--- config.mk ---
export PLATFORM = sky130hd
export DESIGN_NAME = face_landmark_blink_mouth_classifier_unit
export DESIGN_NICKNAME = d
export VERILOG_FILES = /design/src/design/flbm_pkg.sv /design/src/design/flbm_front.sv /design/src/design/flbm_sqrt.sv /design/src/design/flbm_back.sv /design/src/design/face_landmark_blink_mouth_classifier_unit.sv
export SDC_FILE = /design/constraint.sdc
export NUM_CORES = 2
export LEC_CHECK = 0
export BUFFER_PORTS_ARGS = -buffer_cell sky130_fd_sc_hd__buf_2
export CORE_MARGIN = 4
export CORE_UTILIZATION = 50
export DETAILED_ROUTE_END_ITERATION = 16
export GPL_TIMING_DRIVEN = 0
export HOLD_SLACK_MARGIN = 0.02
export PLACE_DENSITY = 0.68
export REMOVE_ABC_BUFFERS = 1
export SLEW_MARGIN = 20
export SYNTH_ARGS = -nofsm -noshare
export SYNTH_HDL_FRONTEND = slang
export SYNTH_SLANG_ARGS = --single-unit
--- constraint.sdc ---
create_clock -name clk -period 7.8 [get_ports clk]
set_input_delay 0.39 -clock clk [delete_from_list [all_inputs] [get_ports clk]]
set_output_delay 0.39 -clock clk [all_outputs]
set_load 0.02 [all_outputs]
--- src/design/flbm_pkg.sv ---
// Package for the landmark blink and mouth classifier.
// Holds shared widths, the back-end job struct and the sequencer state type.
package flbm_pkg;
  localparam int CoordBits = 13;
  localparam int SeenBits  = 7;
  localparam int NumSlots  = 15;
  localparam int SlotBits  = 4;
  localparam int SqBits    = 2 * CoordBits + 2;   // squared distance width
  localparam int RootIn    = SqBits + 16;         // squared distance shifted for Q8
  localparam int RootBits  = RootIn / 2;
  localparam int MouthBits = 14;
  localparam int EarBits   = 16;

  localparam logic [SeenBits-1:0] SeenMax   = 7'd127;
  localparam logic [SeenBits-1:0] LeftNeed  = 7'd42;
  localparam logic [SeenBits-1:0] RightNeed = 7'd48;
  localparam logic [SeenBits-1:0] MouthNeed = 7'd58;
  localparam logic [SeenBits-1:0] NoseNeed  = 7'd29;

  localparam int CfgEar   = 0;
  localparam int CfgMouth = 1;

  typedef struct packed {
    logic [SeenBits-1:0] count;
    logic                fit;
  } job_t;

  typedef enum logic [2:0] {
    S_IDLE, S_LOAD, S_ROOT, S_ACC, S_DONE
  } state_t;

  // slot of a landmark index, NumSlots when not kept
  function automatic logic [SlotBits-1:0] slot_of(input logic [SeenBits-1:0] idx);
    logic [SlotBits-1:0] s;
    s = SlotBits'(NumSlots);
    if (idx == 7'd28) s = 4'd0;
    else if (idx >= 7'd36 && idx < 7'd48) s = SlotBits'(idx - 7'd35);
    else if (idx == 7'd51) s = 4'd13;
    else if (idx == 7'd57) s = 4'd14;
    return s;
  endfunction
endpackage

--- src/design/flbm_front.sv ---
// Front end: counts points, stores kept landmarks, posts a job on the last point.
// Depends on flbm_pkg. Kept-point store is read by the back end through one port.
module flbm_front (
  input  logic                                clk,
  input  logic                                rst,
  input  logic                                in_valid,
  output logic                                in_ready,
  input  logic signed [flbm_pkg::CoordBits-1:0] in_x,
  input  logic signed [flbm_pkg::CoordBits-1:0] in_y,
  input  logic                                in_fit,
  input  logic                                in_last,
  output logic                                job_valid,
  input  logic                                job_ready,
  input  logic                                store_free,
  output flbm_pkg::job_t                      job,
  input  logic [flbm_pkg::SlotBits-1:0]       rd_slot,
  output logic [2*flbm_pkg::CoordBits-1:0]    rd_data
);
  logic [2*flbm_pkg::CoordBits-1:0] store [flbm_pkg::NumSlots];
  logic [flbm_pkg::SeenBits-1:0] seen;
  logic [flbm_pkg::SeenBits-1:0] cnt;
  logic [flbm_pkg::SlotBits-1:0] slot;
  logic                          acc;
  // one-deep job queue; the store is shared, so hold input while a job is pending
  // or the back end still reads kept points
  logic                          busy;

  assign in_ready = !busy && store_free;
  assign acc      = in_valid && in_ready;
  assign slot     = flbm_pkg::slot_of(seen);
  assign cnt      = (seen < flbm_pkg::SeenMax) ? seen + 7'd1 : seen;

  always_ff @(posedge clk) begin
    if (acc && seen < flbm_pkg::SeenMax && slot < flbm_pkg::SlotBits'(flbm_pkg::NumSlots))
      store[slot] <= {in_y, in_x};
    rd_data <= store[rd_slot];
  end

  always_ff @(posedge clk) begin
    if (rst) begin
      seen <= '0;
      busy <= 1'b0;
    end else begin
      if (acc) seen <= in_last ? '0 : cnt;
      if (acc && in_last) busy <= 1'b1;
      else if (job_ready && busy) busy <= 1'b0;
    end
  end

  always_ff @(posedge clk) begin
    if (acc && in_last) begin
      job <= flbm_pkg::job_t'{count: cnt, fit: in_fit};
    end
  end
  assign job_valid = busy;
endmodule

--- src/design/flbm_sqrt.sv ---
// Bit-serial integer square root, one result bit (two radicand bits) per cycle.
// Depends on flbm_pkg for widths.
module flbm_sqrt (
  input  logic                             clk,
  input  logic                             rst,
  input  logic                             start,
  input  logic [flbm_pkg::RootIn-1:0]      radicand,
  output logic                             done,
  output logic [flbm_pkg::RootBits-1:0]    root
);
  localparam int W = flbm_pkg::RootIn;
  localparam int IterBits = $clog2(flbm_pkg::RootBits + 1);
  logic [W-1:0] rem;
  logic [W-1:0] num;
  logic [flbm_pkg::RootBits-1:0] res;
  logic [IterBits-1:0] iter;
  logic         run;
  logic [W+1:0] trial;
  logic [W+1:0] rem_sh;

  assign rem_sh = {rem, num[W-1:W-2]};
  assign trial  = rem_sh - {res, 2'b01};
  assign root   = res;

  always_ff @(posedge clk) begin
    if (rst) begin
      run  <= 1'b0;
      done <= 1'b0;
    end else begin
      done <= 1'b0;
      if (start) begin
        run <= 1'b1;
        rem <= '0;
        res <= '0;
        num <= radicand;
        iter <= IterBits'(flbm_pkg::RootBits);
      end else if (run) begin
        num <= num << 2;
        if (!trial[W+1]) begin
          rem <= trial[W-1:0];
          res <= {res[flbm_pkg::RootBits-2:0], 1'b1};
        end else begin
          rem <= rem_sh[W-1:0];
          res <= {res[flbm_pkg::RootBits-2:0], 1'b0};
        end
        iter <= iter - 1'b1;
        if (iter == IterBits'(1)) begin
          run  <= 1'b0;
          done <= 1'b1;
        end
      end
    end
  end
endmodule

--- src/design/flbm_back.sv ---
// Back end: sequences distance roots for both eyes and the lips, builds the result.
// Depends on flbm_pkg and flbm_sqrt.
module flbm_back (
  input  logic                                clk,
  input  logic                                rst,
  input  logic                                job_valid,
  output logic                                job_ready,
  output logic                                store_free,
  input  flbm_pkg::job_t                      job,
  output logic [flbm_pkg::SlotBits-1:0]       rd_slot,
  input  logic [2*flbm_pkg::CoordBits-1:0]    rd_data,
  input  logic [flbm_pkg::EarBits-1:0]        ear_thr,
  input  logic [flbm_pkg::MouthBits-1:0]      mouth_thr,
  output logic                                out_valid,
  input  logic                                out_ready,
  output logic [7:0]                          out_flags,
  output logic [flbm_pkg::MouthBits-1:0]      out_mouth,
  output logic signed [flbm_pkg::CoordBits-1:0] out_nx,
  output logic signed [flbm_pkg::CoordBits-1:0] out_ny
);
  localparam int CB = flbm_pkg::CoordBits;
  localparam int RB = flbm_pkg::RootBits;
  localparam int EarW = flbm_pkg::EarBits;
  localparam int NumDist = 7;
  // distance pairs: left v1, v2, h; right v1, v2, h; lips
  function automatic logic [7:0] pair_of(input logic [2:0] k);
    logic [7:0] p;
    case (k)
      3'd0: p = {4'd2, 4'd6};
      3'd1: p = {4'd3, 4'd5};
      3'd2: p = {4'd1, 4'd4};
      3'd3: p = {4'd8, 4'd12};
      3'd4: p = {4'd9, 4'd11};
      3'd5: p = {4'd7, 4'd10};
      default: p = {4'd13, 4'd14};
    endcase
    return p;
  endfunction

  flbm_pkg::state_t state, state_next;
  flbm_pkg::job_t   cur;
  logic [2:0] k;
  logic [7:0] pr;
  logic [1:0] ld;
  logic signed [CB-1:0] ax, ay;
  logic signed [CB:0]   dx, dy;
  logic [CB:0]          ux, uy;
  logic [2*CB+1:0]      sq;
  logic                 sq_go, sq_done;
  logic [RB-1:0]        root;
  logic [RB:0]          vl, vr;
  logic [RB-1:0]        hl, hr;
  logic [flbm_pkg::SqBits-1:0] lip_sq;
  logic [RB+12:0]       lhs_l, lhs_r;
  logic [RB+EarW:0]     rhs_l, rhs_r;
  logic                 lb, rb_, mo;
  logic                 cmp_st;
  logic [2*flbm_pkg::MouthBits-1:0] mm;

  assign pr = pair_of(k);
  assign dx = {rd_data[CB-1], rd_data[CB-1:0]} - {ax[CB-1], ax};
  assign dy = {rd_data[2*CB-1], rd_data[2*CB-1:CB]} - {ay[CB-1], ay};

  flbm_sqrt u_sqrt (
    .clk(clk), .rst(rst), .start(sq_go),
    .radicand(k == 3'd6 ? {16'd0, sq} : {sq, 16'd0}),
    .done(sq_done), .root(root)
  );

  always_comb begin
    state_next = state;
    unique case (state)
      flbm_pkg::S_IDLE: if (job_valid) state_next = flbm_pkg::S_LOAD;
      flbm_pkg::S_LOAD: if (ld == 2'd3) state_next = flbm_pkg::S_ROOT;
      flbm_pkg::S_ROOT: if (sq_done) state_next = flbm_pkg::S_ACC;
      flbm_pkg::S_ACC:
        state_next = (k == 3'(NumDist - 1)) ? flbm_pkg::S_DONE : flbm_pkg::S_LOAD;
      flbm_pkg::S_DONE: if (out_ready && cmp_st) state_next = flbm_pkg::S_IDLE;
      default: state_next = flbm_pkg::S_IDLE;
    endcase
  end

  always_comb begin
    job_ready  = (state == flbm_pkg::S_IDLE);
    store_free = (state == flbm_pkg::S_IDLE) || ((state == flbm_pkg::S_DONE) && cmp_st);
    out_valid  = (state == flbm_pkg::S_DONE) && cmp_st;
    rd_slot    = (ld == 2'd0) ? pr[7:4] : pr[3:0];
    // point at the nose slot ahead of the result cycle
    if (state == flbm_pkg::S_ACC || state == flbm_pkg::S_DONE) rd_slot = 4'd0;
  end

  assign lhs_l = {vl, 12'd0};
  assign lhs_r = {vr, 12'd0};
  assign rhs_l = {hl, 1'b0} * ear_thr;
  assign rhs_r = {hr, 1'b0} * ear_thr;
  assign mm    = mouth_thr * mouth_thr;
  assign lb    = (cur.count >= flbm_pkg::LeftNeed) ?
                 ((RB+EarW+1)'(lhs_l) < rhs_l) : (ear_thr > 16'd4096);
  assign rb_   = (cur.count >= flbm_pkg::RightNeed) ?
                 ((RB+EarW+1)'(lhs_r) < rhs_r) : (ear_thr > 16'd4096);
  assign mo    = lip_sq > mm;

  always_ff @(posedge clk) begin
    if (rst) begin
      state <= flbm_pkg::S_IDLE;
      cmp_st <= 1'b0;
      sq_go <= 1'b0;
    end else begin
      state <= state_next;
      sq_go <= (state == flbm_pkg::S_LOAD) && (ld == 2'd3);
      if (state == flbm_pkg::S_IDLE) cmp_st <= 1'b0;
      else if (state == flbm_pkg::S_DONE) cmp_st <= 1'b1;
    end
  end

  always_ff @(posedge clk) begin
    if (state == flbm_pkg::S_IDLE && job_valid) begin
      cur <= job; k <= '0; ld <= '0; vl <= '0; vr <= '0;
    end
    if (state == flbm_pkg::S_LOAD) begin
      ld <= ld + 2'd1;
      // read data is registered, so it follows the slot in the next cycle
      if (ld == 2'd1) begin
        ax <= rd_data[CB-1:0]; ay <= rd_data[2*CB-1:CB];
      end
      if (ld == 2'd2) begin
        ux <= dx[CB] ? -dx : dx;
        uy <= dy[CB] ? -dy : dy;
      end
      if (ld == 2'd3) sq <= ux * ux + uy * uy;
    end
    if (state == flbm_pkg::S_ROOT && sq_done) begin
      case (k) inside
        3'd0, 3'd1: vl <= vl + root;
        3'd2: hl <= root;
        3'd3, 3'd4: vr <= vr + root;
        3'd5: hr <= root;
        default: begin
          out_mouth <= (root > RB'(16383)) ? 14'h3fff : root[13:0];
          lip_sq    <= sq[flbm_pkg::SqBits-1:0];
        end
      endcase
    end
    if (state == flbm_pkg::S_ACC) begin
      k <= k + 3'd1; ld <= '0;
    end
    if (state == flbm_pkg::S_DONE && !cmp_st) begin
      out_flags <= {5'd0, cur.fit & (cur.count >= flbm_pkg::MouthNeed) & mo,
                    cur.fit & rb_, cur.fit & lb};
      if (!(cur.fit && cur.count >= flbm_pkg::MouthNeed)) out_mouth <= '0;
      if (cur.fit && cur.count >= flbm_pkg::NoseNeed) begin
        out_nx <= rd_data[CB-1:0]; out_ny <= rd_data[2*CB-1:CB];
      end else begin
        out_nx <= '0; out_ny <= '0;
      end
    end
  end
endmodule

--- src/design/face_landmark_blink_mouth_classifier_unit.sv ---
// Top level of the landmark blink and mouth classifier.
// Depends on flbm_pkg, flbm_front, flbm_back, flbm_sqrt.
// Points are taken one per cycle while s_tready is high. On the last point of
// a face set the front end hands a job to the back end, which works out seven
// distances through one shared bit-serial square root; each distance fetches
// its points, runs the root and accumulates. Input is held from the last
// point until the result is offered; the next set may then stream in while
// that result waits, and after its own last point input is held until the
// back end has taken the job.
module face_landmark_blink_mouth_classifier_unit (
  input  logic        clk,
  input  logic        rst,
  input  logic        s_tvalid,
  output logic        s_tready,
  input  logic [31:0] s_tdata,  // point_x[12:0], point_y[25:13], fit_ok[26], zero
  input  logic        s_tlast,  // last_point
  output logic        m_tvalid,
  input  logic        m_tready,
  output logic [47:0] m_tdata,  // left_blink, right_blink, mouth_distance[15:2],
                                // mouth_open[16], nose_x[29:17], nose_y[42:30], zero
  input  logic        cfg_valid,
  output logic        cfg_ready,
  input  logic [0:0]  cfg_index,
  input  logic [15:0] cfg_data
);
  logic [flbm_pkg::EarBits-1:0]   ear_thr;
  logic [flbm_pkg::MouthBits-1:0] mouth_thr;
  logic job_valid, job_ready;
  logic store_free;
  flbm_pkg::job_t job;
  logic [flbm_pkg::SlotBits-1:0] rd_slot;
  logic [25:0] rd_data;
  logic [7:0]  flags;
  logic [13:0] md;
  logic signed [12:0] nx, ny;

  assign cfg_ready = 1'b1;
  always_ff @(posedge clk) begin
    if (rst) begin
      ear_thr   <= 16'd819;
      mouth_thr <= 14'd20;
    end else if (cfg_valid) begin
      if (cfg_index == 1'(flbm_pkg::CfgEar)) ear_thr <= cfg_data;
      else mouth_thr <= cfg_data[13:0];
    end
  end

  flbm_front u_front (
    .clk(clk), .rst(rst), .in_valid(s_tvalid), .in_ready(s_tready),
    .in_x(s_tdata[12:0]), .in_y(s_tdata[25:13]), .in_fit(s_tdata[26]),
    .in_last(s_tlast), .job_valid(job_valid), .job_ready(job_ready),
    .store_free(store_free), .job(job),
    .rd_slot(rd_slot), .rd_data(rd_data)
  );

  flbm_back u_back (
    .clk(clk), .rst(rst), .job_valid(job_valid), .job_ready(job_ready),
    .store_free(store_free), .job(job),
    .rd_slot(rd_slot), .rd_data(rd_data), .ear_thr(ear_thr), .mouth_thr(mouth_thr),
    .out_valid(m_tvalid), .out_ready(m_tready), .out_flags(flags),
    .out_mouth(md), .out_nx(nx), .out_ny(ny)
  );

  assign m_tdata = {5'd0, ny, nx, flags[2], md, flags[1], flags[0]};

`ifndef SYNTH
  a_job_held: assert property (@(posedge clk) disable iff (rst)
    job_valid && !job_ready |=> job_valid) else $error("job dropped");
  a_no_take_busy: assert property (@(posedge clk) disable iff (rst)
    job_valid |-> !s_tready) else $error("input taken while job pending");
`endif
endmodule

==> metrics.txt <==
Clk pin slew, worst setup/hold paths 0.06 ns; setup TNS -0.310 ns; Post-synth ARST share 0; failing checks negative setup slack; FILL cells 12,900; Total Wirelength 195,000 µm; port bufs 94; Clock Tree Root clkbuf_16; Final Setup Violations 1; crit path launch type flop; sequential power share 0.202; CP Capture Type flop; GRT Total Usage 0.245; critical path depth in cells 29; Antenna Nets Post-Route 0; simple-gate area share of the yosys netlist 0.136; Worst Skew 0.0622 ns; crit path kind flop to flop; Area contributors post-synth edfxtp_1, fa_1, ha_1; Min-Delay Startpoint s_tvalid; Slew HR 0.299; Synth Area in Adders 0.350; class of the worst hold path primary input to flop; multi-input combinational cell area 0.0481 mm²; Power Density 323 mW/mm²; number of synthesized flops with an enable pin 707; dpl hpwl 138,000 µm; Boundary Pins 106; crit-path max FO 16; hold worst-path end u_front.seen[2]; DR vias/cell 5.51; first drt pass iteration count 5; final hold vios 0; CTS sink count 840; clk_lat worst skew 0.75 ns; Comb power frac 0.643; XOR/XNOR Fraction of Synth Area 0.0260; WP buf/inv 3; cts bufs inserted 91; fin worst setup slack -0.310 ns; Clock Path Buffers 3; FF+latch count, synth 840; multiplexer area fraction after synthesis 0.00586; initial antenna violation count 13; Critical Path RT 8.25 ns; Reg area 0.0240 mm²; grt ovf 0; Netlist cell types 91; Seq/Total Area, Yosys 0.308; Most used DFF post-synth edfxtp_1; total power 28.3 mW; maximum vdd ir drop 0.614 mV; Die Wd 402 µm; TritonCTS clock tree yes; largest family of logic cells by synthesized area adder cells; Vias 55,200; Yosys top cell by area edfxtp_1; RSZ-0062 raised after global routing true; Pleak 39.2 nW; Layout area overhead 12.9%; number of max-cap violations 0; Yosys top cell area share 0.274; mean post-synth cell area 10.1 µm²; critical path data arrival time 8.56 ns; commonest non-fill, non-tap cell in the layout inv_1; first-pass GRT wire length 317,000 µm; vias in the first global route 57,700; Synth Area in Compound Gates 0.0906; Die H 402 µm; largest net degree at the start of global routing 83; final layout net count 9,544; Residual DRC 0; critical path's slowest cell edfxtp_1; Mapped Cells 7,673; Slew Viols, Final 0; Final period util 1.04; net switching fraction of the power 0.436; Hold Path Stages 4; status finished, violations left; most frequent cells in the layout inv_1, fa_1, nand2_1; CP most frequent cell fa_1; internal power 16.0 mW; share of cells above drive strength 1 0.0974; Die ar. 0.161 mm²; Synthesis Warnings 0; CP peak stage delay 0.83 ns; initial drt markers 3,911; cell area after synthesis 0.0775 mm²; Reg2Reg Setup Slack -0.31 ns; Worst Max-Slew Pin Slew 1.05 ns; RD Place Congestion 0.868; minimum clock period 8.11 ns; Rows 144; Critical R2R Capture u_back.out_flags[0]; initial core utilization 0.503; per-cell routed wire length 19.5 µm; H-tree Lvls 3; FMAX 123 MHz; r2r startpoint u_back.hl[20]; cell family with most CP delay adder cells; Reg2Reg Depth 29; Clk pwr share 0.155; switching power total 12.3 mW; CORE AREA 0.154 mm²
[per-layer routing]
metal / up-vias / global-route usage / wire length (µm)
met2: 1680 / 0.410 / 93900
li1: 25400 / - / -
met5: - / 0 / 28
met1: 27800 / 0.324 / 81200
met3: 434 / 0.0334 / 11300
met4: 6 / 0.0967 / 8880
[state kept, by name, indices dropped and copies added, names as in the netlist, 16 cells and up]
register and flops:
u_front.store 390, u_back.u_sqrt.num 44, u_back.u_sqrt.rem 44, u_back.lip_sq 28, u_back.sq 28, u_front.rd_data 26
u_back.vl 23, u_back.vr 23, u_back.hl 22, u_back.hr 22, u_back.u_sqrt.root 22, ear_thr 16
[what timing repair did]
action | in CTS | in global routing
buffers inserted | 202 | 46
endpoints found under the setup margin | 3 | 6
gates cloned | 5 | 0
gates resized for setup | 142 | 28
pin swaps | 81 | 7
hold endpoints to repair | 412 | 0
hold buffers | 44 | 0
[cells in the mapped netlist (59+ instances only)]
cell type / count
inv_1: 1366
fa_1: 967
nand2_1: 949
edfxtp_1: 707
ha_1: 622
and2_1: 540
a21oi_1: 307
clkbuf_1: 303
nor2_1: 264
o21ai_0: 190
a211oi_1: 151
xnor2_1: 148
dfxtp_1: 133
a21o_1: 103
nand3_1: 99
a31oi_1: 88
xor2_1: 82
nor3_1: 59
[cells by family (layout without fill, tap and decap cells)]
group / after synthesis / in the layout
flip-flops: 840 / 840
multiplexers: 43 / 43
XOR/XNOR: 230 / 230
buffers and inverters: 1696 / 1994
AND/OR/NAND/NOR: 2181 / 2181
adder cells (fa/ha/maj): 1589 / 1589
other: 2 / 14
AO/OA/AOI/OAI: 1092 / 1092
[worst reg2reg max path, delay by kind of cell (launching register included)]
kind / cells / cell delay [ns]
simple gates: 7 / 0.99
buf+inv: 3 / 0.16
flops: 1 / 0.83
fa+ha+maj: 8 / 3.71
xor+xnor: 1 / 0.21
compound gates: 10 / 2.00
[worst max-delay path by stage]
stage	start	endpoint	slack (ns)
after CTS	u_back.hl[7]	u_back.out_flags[0]	-0.21
after floorplan	u_back.k[1]	u_front.rd_data[0]	-4.27
after detailed placement	ear_thr[9]	u_back.out_flags[0]	-1.37
final	u_back.hl[20]	u_back.out_flags[0]	-0.31
after global routing	ear_thr[7]	u_back.out_flags[0]	-0.74
after global placement	u_back.k[1]	u_front.rd_data[14]	-12.85
[area by class of cell]
type | count | share of cell area
antenna | 7 | 0.000200
clock buffer | 111 | 0.0275
clock inverter | 58 | 0.00730
inverter | 1366 | 0.0586
multi-input combinational | 5142 | 0.549
sequential | 840 | 0.274
tap | 2044 | 0.0292
timing repair buffer | 459 | 0.0541
[per-stage QoR]
step / instances / util / instance area [µm²] / hold slack, ns / setup WS [ns]
3_5_place_dp: 9554 / 0.525 / 80900 / 0.405 / -1.37
6_report: 10000 / 0.568 / 87600 / 0.175 / -0.310
5_1_grt: 10000 / 0.568 / 87600 / 0.203 / -0.741
4_1_cts: 9974 / 0.565 / 87100 / 0.126 / -0.206
2_1_floorplan: 7348 / - / 76200 / 0.400 / -4.27
3_3_place_gp: 9486 / 0.515 / 79300 / 0.406 / -12.85
[power by group through the flow]
| stage | combinational, mW | sequential (mW) | clock [mW] |
|---|---|---|---|
| 6_report | 18.2 | 5.72 | 4.39 |
| 5_1_grt | 20.5 | 5.73 | 4.65 |
| 4_1_cts | 18.0 | 5.73 | 4.47 |
| 3_5_place_dp | 16.6 | 5.85 | 0 |
| 3_3_place_gp | 16.3 | 5.89 | 0 |
| 2_1_floorplan | 12.7 | 5.74 | 0 |
Note: power is estimated with default switching activity, not from simulation.
